`src/lbsh_pkg.sv`:
```
// ----------------------------------------------------------------------------
// lbsh_pkg
// Shared types and constants for the longest balanced span hash block.
// ----------------------------------------------------------------------------
package lbsh_pkg;

  localparam int unsigned FeatW  = 30;
  localparam int unsigned LenW   = 17;
  localparam int unsigned CfgW   = 5;
  localparam int unsigned HashW  = 32;
  localparam int unsigned EpochW = 8;
  // slot index is the low hash bits, so the depth stays a power of two
  localparam int unsigned TableEntries = 262144;
  localparam logic [HashW-1:0] HashMult = 32'd1000000007;
  localparam logic [CfgW-1:0]  NumFeatReset = 5'd30;

  typedef struct packed {
    logic [FeatW-1:0] features;
    logic             first;
  } in_t;

  typedef struct packed {
    logic [LenW-1:0] best_length;
    logic            table_full;
  } out_t;

  typedef struct packed {
    logic load;
    logic clr_wr;
    logic clr_done;
    logic start_seq;
    logic seed;
    logic step;
    logic hash_step;
    logic probe_init;
    logic rd;
    logic adv;
    logic ins;
    logic upd;
    logic out;
    logic out_full;
  } cmd_t;

  typedef struct packed {
    logic first;
    logic epoch_wrap;
    logic full;
    logic kzero;
    logic hash_last;
    logic clr_last;
    logic hit_empty;
    logic hit_match;
    logic tries_last;
  } sts_t;

endpackage

```
`src/lbsh_ctrl.sv`:
```
// ----------------------------------------------------------------------------
// lbsh_ctrl
// Sequencer: clearing pass, sequence start, hashing loop and table probe.
// ----------------------------------------------------------------------------
module lbsh_ctrl (
  input  logic           clk_i,
  input  logic           rst_ni,
  input  logic           start,
  output logic           busy,
  input  lbsh_pkg::sts_t sts_i,
  output lbsh_pkg::cmd_t cmd_o
);
  import lbsh_pkg::*;

  localparam logic [3:0] S_CLEAR = 4'd0;
  localparam logic [3:0] S_IDLE  = 4'd1;
  localparam logic [3:0] S_CHK   = 4'd2;
  localparam logic [3:0] S_SEED  = 4'd3;
  localparam logic [3:0] S_EVAL  = 4'd4;
  localparam logic [3:0] S_HASH  = 4'd5;
  localparam logic [3:0] S_PINIT = 4'd6;
  localparam logic [3:0] S_RD    = 4'd7;
  localparam logic [3:0] S_CMP   = 4'd8;
  localparam logic [3:0] S_OUT   = 4'd9;

  logic [3:0] state_q, state_d;
  logic       pend_q, pend_d;

  assign busy = (state_q != S_IDLE);

  always_comb begin
    state_d = state_q;
    pend_d  = pend_q;
    cmd_o   = '0;
    unique case (state_q)
      S_CLEAR: begin
        cmd_o.clr_wr = 1'b1;
        if (sts_i.clr_last) begin
          cmd_o.clr_done = 1'b1;
          pend_d  = 1'b0;
          state_d = pend_q ? S_SEED : S_IDLE;
        end
      end
      S_IDLE: begin
        if (start) begin
          cmd_o.load = 1'b1;
          state_d    = S_CHK;
        end
      end
      S_CHK: begin
        if (sts_i.first) begin
          cmd_o.start_seq = 1'b1;
          if (sts_i.epoch_wrap) begin
            pend_d  = 1'b1;
            state_d = S_CLEAR;
          end else begin
            state_d = S_SEED;
          end
        end else begin
          state_d = S_EVAL;
        end
      end
      S_SEED: begin
        cmd_o.seed = 1'b1;
        state_d    = S_EVAL;
      end
      S_EVAL: begin
        if (sts_i.full) begin
          cmd_o.out      = 1'b1;
          cmd_o.out_full = 1'b1;
          state_d        = S_IDLE;
        end else begin
          cmd_o.step = 1'b1;
          state_d    = S_HASH;
        end
      end
      S_HASH: begin
        if (sts_i.kzero) begin
          state_d = S_PINIT;
        end else begin
          cmd_o.hash_step = 1'b1;
          if (sts_i.hash_last) state_d = S_PINIT;
        end
      end
      S_PINIT: begin
        cmd_o.probe_init = 1'b1;
        state_d          = S_RD;
      end
      S_RD: begin
        cmd_o.rd = 1'b1;
        state_d  = S_CMP;
      end
      S_CMP: begin
        if (sts_i.hit_empty) begin
          cmd_o.ins = 1'b1;
          state_d   = S_OUT;
        end else if (sts_i.hit_match) begin
          cmd_o.upd = 1'b1;
          state_d   = S_OUT;
        end else if (sts_i.tries_last) begin
          state_d = S_OUT;
        end else begin
          cmd_o.adv = 1'b1;
          state_d   = S_RD;
        end
      end
      S_OUT: begin
        cmd_o.out = 1'b1;
        state_d   = S_IDLE;
      end
      default: begin
        state_d = S_IDLE;
      end
    endcase
  end

  always_ff @(posedge clk_i or negedge rst_ni) begin
    if (!rst_ni) begin
      state_q <= S_CLEAR;
      pend_q  <= 1'b0;
    end else begin
      state_q <= state_d;
      pend_q  <= pend_d;
    end
  end

  a_cmp_after_rd: assert property (@(posedge clk_i) disable iff (!rst_ni)
    (state_q == S_CMP) |-> ($past(state_q) == S_RD))
    else $error("compare without a preceding read");
  a_ins_upd_excl: assert property (@(posedge clk_i) disable iff (!rst_ni)
    !(cmd_o.ins && cmd_o.upd))
    else $error("insert and update together");
  a_accept_busy: assert property (@(posedge clk_i) disable iff (!rst_ni)
    (start && !busy) |=> busy)
    else $error("accepted word did not raise busy");
  a_out_single: assert property (@(posedge clk_i) disable iff (!rst_ni)
    cmd_o.out |=> !cmd_o.out)
    else $error("two results for one word");

endmodule

```
`config.mk`:
```
export PLATFORM = sky130hd
export DESIGN_NAME = lbsh_ctrl
export DESIGN_NICKNAME = d
export VERILOG_FILES = /design/src/lbsh_pkg.sv /design/src/lbsh_ctrl.sv
export SDC_FILE = /design/constraint.sdc
export NUM_CORES = 1
export LEC_CHECK = 0
export ABC_AREA = 1
export BUFFER_PORTS_ARGS = -buffer_cell sky130_fd_sc_hd__buf_2
export CORE_AREA = 2 2 39 41
export DETAILED_ROUTE_END_ITERATION = 12
export DIE_AREA = 0 0 41 43
export PLACE_DENSITY = 0.67
export SETUP_SLACK_MARGIN = 0.1
export SLEW_MARGIN = 20
export SYNTH_ARGS = -nofsm -noshare
export SYNTH_HDL_FRONTEND = slang
export SYNTH_SLANG_ARGS = --single-unit
export TNS_END_PERCENT = 20
```
`constraint.sdc`:
```
create_clock -name clk_i -period 3.7 [get_ports clk_i]
set_clock_uncertainty 0.2 [all_clocks]
set_input_delay 0.37 -clock clk_i [delete_from_list [all_inputs] [get_ports clk_i]]
set_output_delay 0.37 -clock clk_i [all_outputs]
set_load 0.01 [all_outputs]
```
==> results.py, run 1 <==
metrics = {
    "outcome": {
        "outcome": "complete, no violations",
    },
    "critical_path": {
        "critical_path_peak_fanout": 8,
        "worstSetupEndpointType": "output port",
        "crit_slowest_cell": "dfrtp_1",
        "arrival_ns": 1.42,
        "path_cells": "nor2_4, inv_2, nor2_2, nand2_1, inv_1, buf_2",
        "worstSetupPathType": "reg2out",
        "critPathRequiredTime_ns": 3.13,
        "crit_path_max_incr_delay_ns": 0.47,
        "worstSetupStartpointType": "register",
    },
    "power_and_ir_drop": {
        "finalPower_uw": 476,
        "p_leak_nw": 0.440,
        "power.density_nw_per_um2": 725,
        "peakVddDrop_v": 0.000377,
    },
    "timing": {
        "relSlewSlack_pct": 79.0,
        "worstMarginPinSlew_ns": 0.315,
        "finalSetupViolCount": 0,
        "rsz0062_at_grt": "no",
        "hold_violations": 0,
        "period_needed_ns": 1.99,
        "holdWs_ns": 0.189,
        "drv_slew": 0,
        "fmax_mhz": 503,
        "setup_tns_ns": 0,
        "fin_crit_sh_pct": 53.8,
    },
    "detailed_routing": {
        "wl_per_cell_um": 9.21,
        "ant_nets": 0,
        "routed_via_density": 4.48,
        "postRouteWirelength_mm": 1.16,
        "dr.pass1.iters": 4,
        "drc": 0,
        "vias": 564,
        "drt_iter0_drc": 7,
    },
    "global_route": {
        "grt_pass1_wl_mm": 1.89,
        "gr-total-overflow": 0,
        "grt.total_usage_pct": 15.9,
        "grt_pass1_vias": 510,
        "grt_max_degree": 11,
        "antenna_found_initial": 0,
    },
    "clocking": {
        "cts_resized": 0,
        "cts_sinks": 5,
        "clk_root_buffer_cell": "clkbuf_4",
        "clock_latency_ns": 0.24,
        "cts_tree": "built",
        "clk_pin_slew_worst_paths_ns": 0.04,
        "cts_buffers": 3,
        "cts_setup_buffers": 0,
        "clk_path_buf_depth": 2,
        "htreeDepth": 1,
    },
    "synthesis": {
        "ys_types": 16,
        "yosysWarnings": 0,
        "synth_area_um2": 470,
        "yosys_register_bits": 5,
        "post_synth_inst_count": 79,
        "synth_top_area_share_pct": 26.6,
        "synth_area_leaders": "dfrtp_1 (27%), nand2_1 (15%), nand3_1 (12%)",
        "ys_seq_area_share_pct": 26.6,
        "avgSynthCellArea_um2": 5.96,
        "synth_fp_nets": 91,
        "yosysTopAreaCell": "dfrtp_1",
    },
    "floorplanning": {
        "die_h_um": 43,
        "core_um2": 1380,
        "dieArea_um2": 1760,
        "num_rows": 14,
        "die_w_um": 41,
        "ios": 27,
        "start_util_pct": 34.0,
    },
    "layout": {
        "post_route_cells_drive_above_1_share_pct": 38.2,
        "postLayoutCoreUtil_pct": 47.5,
        "final_net_count": 123,
        "synthToLayoutAreaGrowth_pct": 39.6,
        "mostFrequentLayoutCell": "buf_2",
        "mostFrequentLayoutCells": "buf_2 (26), nand2_1 (19), inv_1 (14), nand3_1 (11), nor2_1 (9)",
        "n_antenna_cell": 0,
    },
    "placement": {
        "dp_hpwl_um": 943,
        "portBuffers": 26,
        "place.gp.congestion": 0.853,
    },
    "worst_hold_path": {
        "min_path_type": "in2reg",
    },
    "run": {
        "cap_violations": 0,
    },
}
-- final cells by class --
| type | instances | area (um2) |
|---|---|---|
| fill | 160 | 727 |
| multi-input combinational | 55 | 274 |
| timing repair buffer | 27 | 140 |
| sequential | 5 | 125 |
| inverter | 19 | 71.3 |
| clock buffer | 4 | 26.3 |
| tap | 16 | 20.0 |
-- report_power, final --
part / internal (mW) / leakage [nW] / switching (mW)
Sequential: 0.0798 / 0.0634 / 0.0404
Clock: 0.0407 / 0.0150 / 0.0205
Combinational: 0.109 / 0.362 / 0.186
Total: 0.229 / 0.440 / 0.247
-- critical path, delay by kind of cell (launching register included) --
family	cells	cell delay [ns]
buf+inv	3	0.23
simple gates	3	0.48
flops	1	0.47
-- worst paths after layout --
check / startpoint / endpoint / slack (ns) / cells after the start
max in group asynchronous: rst_ni / pend_q$_DFFE_PN0P_ / 2.89 / 2
min in group asynchronous: rst_ni / state_q[0]$_DFFE_PN0P_ / 0.28 / 2
worst max-delay path: state_q[0]$_DFFE_PN0P_ / cmd_o[4] / 1.71 / 6
worst max register to register: state_q[0]$_DFFE_PN0P_ / state_q[1]$_DFFE_PN0P_ / 2.22 / 7
worst min register to register: pend_q$_DFFE_PN0P_ / pend_q$_DFFE_PN0P_ / 0.32 / 2
worst min-delay path: sts_i[7] / pend_q$_DFFE_PN0P_ / 0.19 / 3
-- layer usage --
layer  GRT usage [%]  vias up  share of wire [%]
met1            18.8      242                 41
met3            6.28        0                5.9
li1                -      304                  -
met2            26.6       18                 53
met5               0        -                  0
met4            2.00        0                  0
-- sequential cells by signal (all words and copies together) (netlist names) --
register,cells
pend_q,1
state_q,4
-- logic make-up (layout without fill, tap and decap cells) --
logic type | count (synthesis) | after routing | synth area share [%]
and+or+nand+nor | 50 | 50 | 51.6
AOI/OAI and AO/OA | 5 | 5 | 6.65
buffers and inverters | 19 | 50 | 15.2
DFF | 5 | 5 | 26.6
-- stage by stage --
step,worst slack (ns),std cells,instance area [um2]
finish,1.71,126,657
global route,1.58,126,657
CTS,1.71,126,657
detailed placement,1.97,121,621
global placement,1.98,121,621
floorplan,2.14,79,470
-- Yosys cell counts --
| cell | instances |
|---|---|
| nor3_1 | 1 |
| inv_1 | 14 |
| nor2_2 | 5 |
| nor2_4 | 2 |
| a21oi_1 | 1 |
| o21bai_1 | 1 |
| nand2_1 | 19 |
| dfrtp_1 | 5 |
| nand3_1 | 11 |
| nor2_1 | 9 |
| nand3_2 | 1 |
| o21ai_1 | 2 |
| o32ai_1 | 1 |
| nand3b_1 | 1 |
| and3_1 | 1 |
| inv_2 | 5 |
-- repair_timing --
item,in CTS,in global routing
hold buffers,1,0
setup endpoints to repair,0,0
endpoints found under the hold margin,5,0
No activity file was read; power rests on OpenSTA's default activity.
==> run 2, diff against run 1 <==
--- a/config.mk
+++ b/config.mk
@@ -5,12 +5,12 @@
 export SDC_FILE = /design/constraint.sdc
 export NUM_CORES = 1
 export LEC_CHECK = 0
-export ABC_AREA = 1
+export ABC_AREA = 0
 export BUFFER_PORTS_ARGS = -buffer_cell sky130_fd_sc_hd__buf_2
 export CORE_AREA = 2 2 39 41
 export DETAILED_ROUTE_END_ITERATION = 12
 export DIE_AREA = 0 0 41 43
-export PLACE_DENSITY = 0.67
+export PLACE_DENSITY = 0.71
 export SETUP_SLACK_MARGIN = 0.1
 export SLEW_MARGIN = 20
 export SYNTH_ARGS = -nofsm -noshare
==> constraint.sdc (replaced) <==
create_clock -name clk_i -period 2 [get_ports clk_i]
set_clock_uncertainty 0.2 [all_clocks]
set_input_delay 0.2 -clock clk_i [delete_from_list [all_inputs] [get_ports clk_i]]
set_output_delay 0.2 -clock clk_i [all_outputs]
set_load 0.01 [all_outputs]
==> run 2 against run 1 <==
  * Sequential share of layout area down 0.34 points
  * Die area did not move
  * Setup slack lost 1.5 ns
  * Power rose by 130%
  * Critical path type unchanged
==> results.py, run 2 <==
metrics = {
    "outcome": {
        "outcome": "complete, no violations",
    },
    "global_route": {
        "grt_pass1_vias": 505,
        "antenna_found_initial": 0,
        "grt.total_usage_pct": 16.8,
        "grt_pass1_wl_mm": 1.99,
        "gr-total-overflow": 0,
        "grt_max_degree": 17,
    },
    "placement": {
        "dp_cells": 104,
        "dp_hpwl_mm": 1.02,
        "place.gp.congestion": 0.718,
        "portBuffers": 26,
    },
    "detailed_routing": {
        "routed_via_density": 5.17,
        "postRouteWirelength_mm": 1.25,
        "wl_per_cell_um": 11.4,
        "drc": 0,
        "ant_nets": 0,
        "drt_iter0_drc": 8,
        "dr.pass1.iters": 3,
        "vias": 563,
    },
    "synthesis": {
        "yosysTopAreaCell": "dfrtp_1",
        "yosysWarnings": 0,
        "synth_ff_type": "dfrtp_1",
        "synth_area_leaders": "dfrtp_1 (24%), nor2_1 (8.6%), nor4_4 (8.1%)",
        "yosys_register_bits": 5,
        "synth_common_cells": "nor2_1 (12), a21oi_1 (5), dfrtp_1 (5)",
        "ys_seq_area_share_pct": 23.9,
        "post_synth_inst_count": 64,
        "synth_top_area_share_pct": 23.9,
        "async_flop_share_pct": 100,
        "yosysMostFrequentCell": "nor2_1",
        "synth_fp_nets": 76,
        "ys_types": 35,
        "synth_area_um2": 524,
        "synth-edff-count": 0,
        "avgSynthCellArea_um2": 8.19,
    },
    "timing": {
        "fin_crit_sh_pct": 91.8,
        "hold_violations": 0,
        "setup_tns_ns": 0,
        "finalSetupViolCount": 0,
        "worstMarginPinSlew_ns": 0.292,
        "rsz0062_at_grt": "yes",
        "fmax_mhz": 545,
        "drv_slew": 0,
        "period_needed_ns": 1.84,
        "relSlewSlack_pct": 80.0,
    },
    "run": {
        "cap_violations": 0,
    },
    "layout": {
        "top_regs": "state_q x4, pend_q x1",
        "largest_reg_flops": 4,
        "layout.cells.non_filler": 109,
        "n_antenna_cell": 0,
        "final_net_count": 106,
        "synthToLayoutAreaGrowth_pct": 32.7,
        "post_route_cells_drive_above_1_share_pct": 50.5,
        "mostFrequentLayoutCell": "buf_2",
        "mostFrequentLayoutCells": "buf_2 (26), nor2_1 (11), a21oi_1 (5), dfrtp_2 (4), clkbuf_4 (3)",
        "top_register": "state_q",
    },
    "floorplanning": {
        "die_h_um": 43,
        "start_util_pct": 37.9,
        "die_w_um": 41,
        "dieArea_um2": 1760,
        "num_rows": 14,
        "core_um2": 1380,
        "ios": 27,
    },
    "clocking": {
        "htreeDepth": 1,
        "cts_setup_buffers": 0,
        "clk_path_buf_depth": 2,
        "clk_pin_slew_worst_paths_ns": 0.04,
        "cts_tree": "built",
        "clock_latency_ns": 0.23,
        "clk_root_buffer_cell": "clkbuf_4",
        "cts_buffers": 3,
        "cts_sinks": 5,
    },
    "power_and_ir_drop": {
        "power.density_nw_per_um2": 1550,
        "peakVddDrop_v": 0.000842,
        "p_leak_nw": 0.339,
    },
    "critical_path": {
        "worstSetupEndpointType": "output port",
        "worstSetupPathType": "reg2out",
        "critical_path_peak_fanout": 16,
        "critPathRequiredTime_ns": 1.60,
        "arrival_ns": 1.44,
        "worstSetupStartpointType": "register",
    },
    "worst_hold_path": {
        "min_path_type": "in2reg",
    },
}
[run 2: cell count changes after synthesis, sizes merged, moves of 2 or more]
cell / previous run / this run
a21oi: 1 / 5
buf: 0 / 4
inv: 19 / 3
nand2: 19 / 3
nand2b: 0 / 3
nand3: 12 / 0
nor2: 16 / 12
nor2b: 0 / 2
nor3: 1 / 3
nor4: 0 / 3
o21ai: 2 / 4
or3: 0 / 2
[run 2: final timing paths]
path,start,end,slack [ns],depth (start not counted)
max in group asynchronous,rst_ni,state_q[3]$_DFFE_PN0P_,1.32,2
min in group asynchronous,rst_ni,state_q[2]$_DFFE_PN0P_,0.14,2
setup / recovery,state_q[0]$_DFFE_PN0P_,cmd_o[10],0.16,3
hold / removal,sts_i[7],pend_q$_DFFE_PN0P_,0.03,3
hold reg to reg,pend_q$_DFFE_PN0P_,pend_q$_DFFE_PN0P_,0.32,2
setup reg to reg,state_q[0]$_DFFE_PN0P_,state_q[0]$_DFFE_PN0P_,0.45,4
[run 2: per-layer routing]
layer | up-vias | track usage, % | share of wire [%]
met5 | - | 0 | 0
met4 | 0 | 12.0 | 2.8
met3 | 4 | 5.76 | 5.6
met2 | 18 | 24.4 | 50
met1 | 252 | 19.6 | 41
li1 | 289 | - | -
[run 2: cells by family (layout without fill, tap and decap cells)]
family,after synthesis,in the layout,synth area share (%)
AOI/OAI and AO/OA,16,16,20.8
buffers and inverters,7,36,9.31
DFF,5,5,23.9
and+or+nand+nor,36,36,46.1
[run 2: worst max-delay path, cell delays in order (launching register included)]
cell and delay (ns):
dfrtp_2 0.52, or2b_1 0.33, nor4_4 0.18, buf_2 0.18
[run 2: metrics by stage]
step                      cell area (um2)  worst slack (ns)  utilization [%]  total power [mW]  hold WS [ns]
after floorplan                       524             0.458                -             0.804        -0.296
after global placement                652             0.260             47.1             0.934        -0.185
after detailed placement              652             0.239             47.1             0.952        -0.188
after CTS                             689            0.0912             49.8              1.07        0.0291
after global routing                  696            0.0793             50.3              1.18        0.0356
final                                 696             0.165             50.3              1.07        0.0308
[run 2: timing repair]
item | 4_1_cts | 5_1_grt
hold endpoints to repair | 5 | 0
setup endpoints to repair | 2 | 6
resized for setup | 1 | 4
hold buffers | 1 | 0
[run 2: power by group]
group | internal (mW) | leakage [nW] | switching [mW]
registers | 0.160 | 0.0587 | 0.143
clock network | 0.0750 | 0.0150 | 0.0356
logic | 0.315 | 0.265 | 0.346
[run 2: layout make-up]
cell class	count	area (um2)
inverter	3	11.3
clock buffer	4	26.3
sequential	5	130
timing repair buffer	29	155
tap	16	20.0
multi-input combinational	52	353
fill	146	688
